### src/rtl/prf_paeth_unit.sv
`timescale 1ns / 1ps

module prf_paeth_unit (
   input  logic [7:0] raw_byte,
   input  logic [7:0] a_byte,
   input  logic [7:0] b_byte,
   input  logic [7:0] c_byte,
   output logic [7:0] filtered_byte
);

   logic signed [10:0] a_s;
   logic signed [10:0] b_s;
   logic signed [10:0] c_s;
   logic signed [10:0] p_s;
   logic signed [10:0] da;
   logic signed [10:0] db;
   logic signed [10:0] dc;
   logic [10:0]        pa;
   logic [10:0]        pb;
   logic [10:0]        pc;
   logic [7:0]         pred;

   always_comb begin
      a_s = signed'({3'b000, a_byte});
      b_s = signed'({3'b000, b_byte});
      c_s = signed'({3'b000, c_byte});
      p_s = a_s + b_s - c_s;
      da  = p_s - a_s;
      db  = p_s - b_s;
      dc  = p_s - c_s;
      pa  = (da < 0) ? unsigned'(-da) : unsigned'(da);
      pb  = (db < 0) ? unsigned'(-db) : unsigned'(db);
      pc  = (dc < 0) ? unsigned'(-dc) : unsigned'(dc);
      priority if (pa <= pb && pa <= pc) begin
         pred = a_byte;
      end else if (pb <= pc) begin
         pred = b_byte;
      end else begin
         pred = c_byte;
      end
      filtered_byte = raw_byte - pred;
   end

endmodule

### config.mk
export PLATFORM = sky130hd
export DESIGN_NAME = prf_paeth_unit
export DESIGN_NICKNAME = d
export VERILOG_FILES = /design/src/rtl/prf_paeth_unit.sv
export SDC_FILE = /design/constraint.sdc
export NUM_CORES = 1
export LEC_CHECK = 0
export ABC_AREA = 1
export BUFFER_PORTS_ARGS = -buffer_cell sky130_fd_sc_hd__buf_2
export CAP_MARGIN = 40
export CORE_ASPECT_RATIO = 1.2
export CORE_UTILIZATION = 55
export DETAILED_ROUTE_END_ITERATION = 8
export PLACE_DENSITY = 0.85
export SYNTH_ARGS = -nofsm -noshare
export SYNTH_HDL_FRONTEND = slang
export SYNTH_SLANG_ARGS = --single-unit
### constraint.sdc
create_clock -name vclk -period 6.9
set_clock_uncertainty 0.15 [all_clocks]
set_input_delay 0.345 -clock vclk [all_inputs]
set_output_delay 0.345 -clock vclk [all_outputs]
set_load 0.02 [all_outputs]
==> results of run 1 <==
-- routing by layer --
metal | overflow | global-route usage (%)
met5 | 0 | 4.62
met4 | 24 | 79.7
met3 | 2 | 43.8
met2 | 36 | 96.6
met1 | 1 | 64.6
-- cell families after synthesis --
kind of cell             count (synthesis)  synth area share, %
AO/OA/AOI/OAI                           80                 12.7
XOR/XNOR                                45                 10.4
adder cells (fa/ha/maj)                 83                 29.7
other                                    2                0.198
buffers and inverters                  140                 14.3
AND/OR/NAND/NOR                        279                 32.7
-- metrics by stage --
stage               worst slack [ps]  TNS (ps)
CTS                             -256      -256
floorplan                       12.1         0
global placement                -808     -2070
detailed placement             -1130     -4050
-- what timing repair did --
action,4_1_cts
buffers inserted,29
hold buffers,0
pin swaps,53
setup endpoints to repair,7
gates resized for setup,104
hold endpoints to repair,0
==> results.cfg, run 1 <==
[logic_synthesis]
synth_cells = 629
synth_sequential_area_ratio_pct = 0
syn-cell-area_mm2 = 0.00379
yosys_warnings = 0
synth_cell_type_count = 39
ys_top_cells_by_area = ha_1, nand2_1, inv_1
synth_common_cells = nand2_1, inv_1, ha_1
yosysTopAreaCellShare_pct = 23.4
syn-num-nets = 744
avgSynthCellArea_um2 = 6.03
synth_most_common_cell = nand2_1
synth_top_cell_by_area = ha_1

[floorplan]
die_y_um = 93.0
die_w_um = 77.8
start_util_pct = 57.8
std_cell_rows = 32
io_pins = 40

[outcome]
haltStage = 5_1_grt
status = stopped before the end
error = [ERROR GRT-0116] Global routing finished with congestion. Check the congestion regions in the DRC Viewer.

[global_route]
grt_usage_pct = 69.6
grt_overflow = 63
grt_pass1_vias = 7095
grt_max_degree = 12
grt_pass1_wl_um = 38200

[placed_design]
dp.cells = 908
dpl_cell_area_mm2 = 0.00527
place.gp.congestion = 1.03
hpwl_um = 11600
port-buffer-count = 40
==> run 2, diff against run 1 <==
--- a/config.mk
+++ b/config.mk
@@ -8,10 +8,9 @@
 export ABC_AREA = 1
 export BUFFER_PORTS_ARGS = -buffer_cell sky130_fd_sc_hd__buf_2
 export CAP_MARGIN = 40
-export CORE_ASPECT_RATIO = 1.2
-export CORE_UTILIZATION = 55
+export CORE_UTILIZATION = 40
 export DETAILED_ROUTE_END_ITERATION = 8
-export PLACE_DENSITY = 0.85
+export PLACE_DENSITY_LB_ADDON = 0.15
 export SYNTH_ARGS = -nofsm -noshare
 export SYNTH_HDL_FRONTEND = slang
 export SYNTH_SLANG_ARGS = --single-unit
==> constraint.sdc (replaced) <==
create_clock -name vclk -period 9
set_clock_uncertainty 0.15 [all_clocks]
set_input_delay 0.45 -clock vclk [all_inputs]
set_output_delay 0.45 -clock vclk [all_outputs]
set_load 0.02 [all_outputs]
==> run 2 against run 1 <==
Compared with the run above: the run now ends clean; synthesized cell count unchanged; area after synthesis did not move.
==> results.cfg, run 2 <==
[layout]
fillers = 1000
final_common_cell = nand2_1
design.seq.count = 0
antennaDiodeCount = 0
clkbuf_count = 0
nNetsFinal = 787
final_cell_mix = nand2_1, inv_1, ha_1, nor2_1, buf_2
seqCellArea_um2 = 0
drive_above_1_share_pct = 11.9
area_delta_synth_final_pct = 9.23

[logic_synthesis]
syn-cell-area_mm2 = 0.00379
avgSynthCellArea_um2 = 6.03
synth_cells = 629
synth_common_cells = nand2_1, inv_1, ha_1
ys_top_cells_by_area = ha_1, nand2_1, inv_1
yosys_warnings = 0
synth_most_common_cell = nand2_1
synth_cell_type_count = 39
yosysTopAreaCellShare_pct = 23.4
synth_sequential_area_ratio_pct = 0
synth_top_cell_by_area = ha_1
syn-num-nets = 744

[critical_path]
crit_arrival_ps = 7850
cp.required_ps = 8400
critPathMostFrequentCell = inv_1
cp-start-kind = input pin
critPathCapture = filtered_byte[7]
end_kind = output pin
cp-startpoint = b_byte[0]
slowest_delay_ps = 630
cpMaxStageDelayCell = fa_2
crit_path_max_fanout = 12
worstSetupPathType = in2out

[sta]
drv_slew = 0
fin_crit_ps = 8450
setup_viol = 0
grt_setup_unrepaired = no
fin_setup_tns_ps = 0
max_freq_ghz = 0.118
fin_crit_sh_pct = 93.9
report.final.hold_viol_count = 0

[detailed_routing]
viasPerCell = 5.05
drtIter0Drc = 184
drc = 0
firstDrtPassIters = 4
antenna_left = 0
num_vias = 3946
wl_um = 10700
wl_per_cell_um = 13.7

[global_route]
grt_overflow = 0
grt_pass1_vias = 3719
antenna_found_initial = 0
grt_usage_pct = 22.3
grt_max_degree = 17
grt_pass1_wl_um = 17700

[floorplan]
fp.dieArea_mm2 = 0.00988
die_y_um = 99.4
core_area_mm2 = 0.00920
start_util_pct = 41.3
io_pins = 40
std_cell_rows = 35
die_w_um = 99.4

[placed_design]
hpwl_um = 9670
port-buffer-count = 40
place.gp.congestion = 0.954

[worst_hold_path]
hold_path.class = in2out

[outcome]
status = finished clean

[job]
cap_violations = 0
## run 2: logic make-up (layout without fill, tap and decap cells)
group                    Yosys count  after routing  share of synthesized area [%]
AO/OA/AOI/OAI                     80             80                           12.7
adder cells (fa/ha/maj)           83             83                           29.7
AND/OR/NAND/NOR                  279            279                           32.7
XOR/XNOR                          45             45                           10.4
buffers and inverters            140            181                           14.3
other                              2              2                          0.198
## run 2: final cells by class
| class | count | area [um^2] | area share [%] |
|---|---|---|---|
| well taps | 111 | 139 | 3.35 |
| repair buffers | 45 | 238 | 5.73 |
| inverters | 136 | 510 | 12.3 |
| multi-input cells | 489 | 3260 | 78.6 |
## run 2: worst max-delay path: cells and delay by family
kind	cells	cell delay [ps]
AOI/OAI and AO/OA	14	2370
and+or+nand+nor	11	1290
xor gates and xnor gates	2	320
adders and majority gates	6	2290
buffers and inverters	10	1110
## run 2: stage by stage
stage | hold WS, ps | cell area, um^2 | setup WS, ps | utilization (%) | cells
4_1_cts | 1190 | 4100 | 430 | 44.6 | 776
2_1_floorplan | 988 | 3790 | 1860 | - | 629
3_3_place_gp | 1180 | 4100 | 472 | 44.6 | 776
5_1_grt | 1210 | 4150 | 14.3 | 45.1 | 781
6_report | 1180 | 4150 | 553 | 45.1 | 781
3_5_place_dp | 1190 | 4100 | 445 | 44.6 | 776
## run 2: layer usage
metal	vias to the layer above	global-route usage, %	wire length (um)
met5	-	0	0
met2	83	39.1	4900
met4	0	6.45	352
met1	1758	29.9	5130
met3	20	0.422	328
li1	2085	-	-
## run 2: how the worst min path moves through the flow
stage / from / to / cells after the start
final: raw_byte[0] / filtered_byte[0] / 5
after detailed placement: raw_byte[0] / filtered_byte[0] / 5
after floorplan: raw_byte[0] / filtered_byte[0] / 3
after CTS: raw_byte[0] / filtered_byte[0] / 5
after global routing: raw_byte[0] / filtered_byte[0] / 5
after global placement: raw_byte[0] / filtered_byte[0] / 5
## run 2: repair_timing
action                                  CTS  global route
hold endpoints to repair                  0             0
hold buffers                              0             0
gates resized for setup                   0             2
endpoints found under the setup margin    0             1
buffers inserted                          0             5
Power of run 2 is not shown: default switching activity piles up to over one toggle a cycle in this logic, so the estimate is an artifact.
==> run 3, diff against run 2 <==
--- a/config.mk
+++ b/config.mk
@@ -7,7 +7,7 @@
 export LEC_CHECK = 0
 export ABC_AREA = 1
 export BUFFER_PORTS_ARGS = -buffer_cell sky130_fd_sc_hd__buf_2
-export CAP_MARGIN = 40
+export CORE_MARGIN = 2
 export CORE_UTILIZATION = 40
 export DETAILED_ROUTE_END_ITERATION = 8
 export PLACE_DENSITY_LB_ADDON = 0.15
==> constraint.sdc (replaced) <==
create_clock -name vclk -period 9.95
set_clock_uncertainty 0.15 [all_clocks]
set_input_delay 0.4975 -clock vclk [all_inputs]
set_output_delay 0.4975 -clock vclk [all_outputs]
set_load 0.02 [all_outputs]
==> run 3 against run 2 <==
Compared with the run above: sequential share of layout area stayed put; non-clock buffer count down 5; flip-flop and latch count stayed put; global-route usage fell by 0.12 points; first-iteration DRC count decreased by 14%; critical path type unchanged; wire length grew 0.70%; critical path depth fell by 2; core utilization shrank 0.43 points.
==> results.cfg, run 3 (synthesis gave the netlist of run 2 again) <==
[clock_network]
post_cts_resized = 0
ctsHoldBuffers = 0
cts_setup_buffers = 0

[detailed_routing]
wl_per_cell_um = 13.6
antenna_left = 0
wl_met3_um = 405
drc = 0
drt-met1-wl_um = 5180
viasPerCell = 4.95
wl_um = 10800
met2RoutedLength_um = 4870
drtIter0Drc = 158
num_vias = 3934
firstDrtPassIters = 4
highest_layer = met4

[global_route]
grt_usage_pct = 22.1
grt_pass1_vias = 3809
grt_max_degree = 17
grt_overflow = 0
antenna_found_initial = 0
grt_pass1_wl_um = 18400

[sta]
max_freq_ghz = 0.113
drv_slew = 0
fin_crit_ps = 8880
fin_crit_sh_pct = 89.3
report.final.hold_viol_count = 0
post-route-worst-setup-slack_ps = 1070
fin_setup_tns_ps = 0
holdWs_ps = 1280
grt_setup_unrepaired = no
relSlewSlack_pct = 62.2
worst_pin_slew_ps = 566
setup_viol = 0

[layout]
area_delta_synth_final_pct = 8.70
antennaDiodeCount = 0
final_common_cell = nand2_1
final_cell_mix = nand2_1, inv_1, ha_1, nor2_1, buf_2
drive_above_1_share_pct = 11.0
nNetsFinal = 782
post-route-util_pct = 44.6
clkbuf_count = 0
seqCellArea_um2 = 0
design.seq.count = 0

[critical_path]
end_kind = output pin
cp.required_ps = 9300
crit_arrival_ps = 8240
cp_top_family = compound AO/OA/AOI/OAI gates
slowest_delay_ps = 630
crit_path_max_fanout = 16
cp-start-kind = input pin
critPathMostFrequentCell = inv_1
cpMaxStageDelayCell = fa_1
worstSetupPathType = in2out
crit_buf_inv = 8

[worst_hold_path]
min_to = filtered_byte[0]
hold_depth = 5
hold_path.class = in2out
hold_start = raw_byte[0]

[floorplan]
start_util_pct = 41.1
core_area_mm2 = 0.00924
io_pins = 40
std_cell_rows = 35
fp.dieArea_mm2 = 0.0103
die_w_um = 101
die_y_um = 101

[placed_design]
port-buffer-count = 40
place_ws_ps = 1160
hpwl_um = 9820
place.gp.congestion = 0.916

[job]
cap_violations = 0

[outcome]
status = finished clean
-- run 3: stage by stage --
| step | instance area (um^2) | instances |
|---|---|---|
| global placement | 4130 | 794 |
| global route | 4130 | 794 |
| floorplan | 3790 | 629 |
| finish | 4130 | 794 |
| CTS | 4130 | 794 |
| detailed placement | 4130 | 794 |
-- run 3: layout make-up --
type | count | area [um^2]
Fill cell | 1024 | 5110
Multi-Input combinational cell | 489 | 3250
Inverter | 136 | 510
Timing Repair Buffer | 40 | 200
Tap cell | 129 | 161
-- run 3: worst max path at each step --
stage,startpoint,endpoint,slack (ps),depth (start not counted)
after floorplan,a_byte[1],filtered_byte[7],2710,40
after global placement,b_byte[0],filtered_byte[7],1180,41
after detailed placement,b_byte[0],filtered_byte[7],1160,41
after CTS,b_byte[0],filtered_byte[7],1150,41
after global routing,b_byte[0],filtered_byte[7],420,41
final,b_byte[0],filtered_byte[7],1070,41
-- run 3: per-layer routing --
metal / global-route usage [%] / vias to the layer above
met2: 38.0 / 85
met1: 30.2 / 1758
li1: - / 2073
met3: 1.17 / 18
met4: 6.13 / 0
met5: 0 / -
Power of run 3 is left out for the same reason.
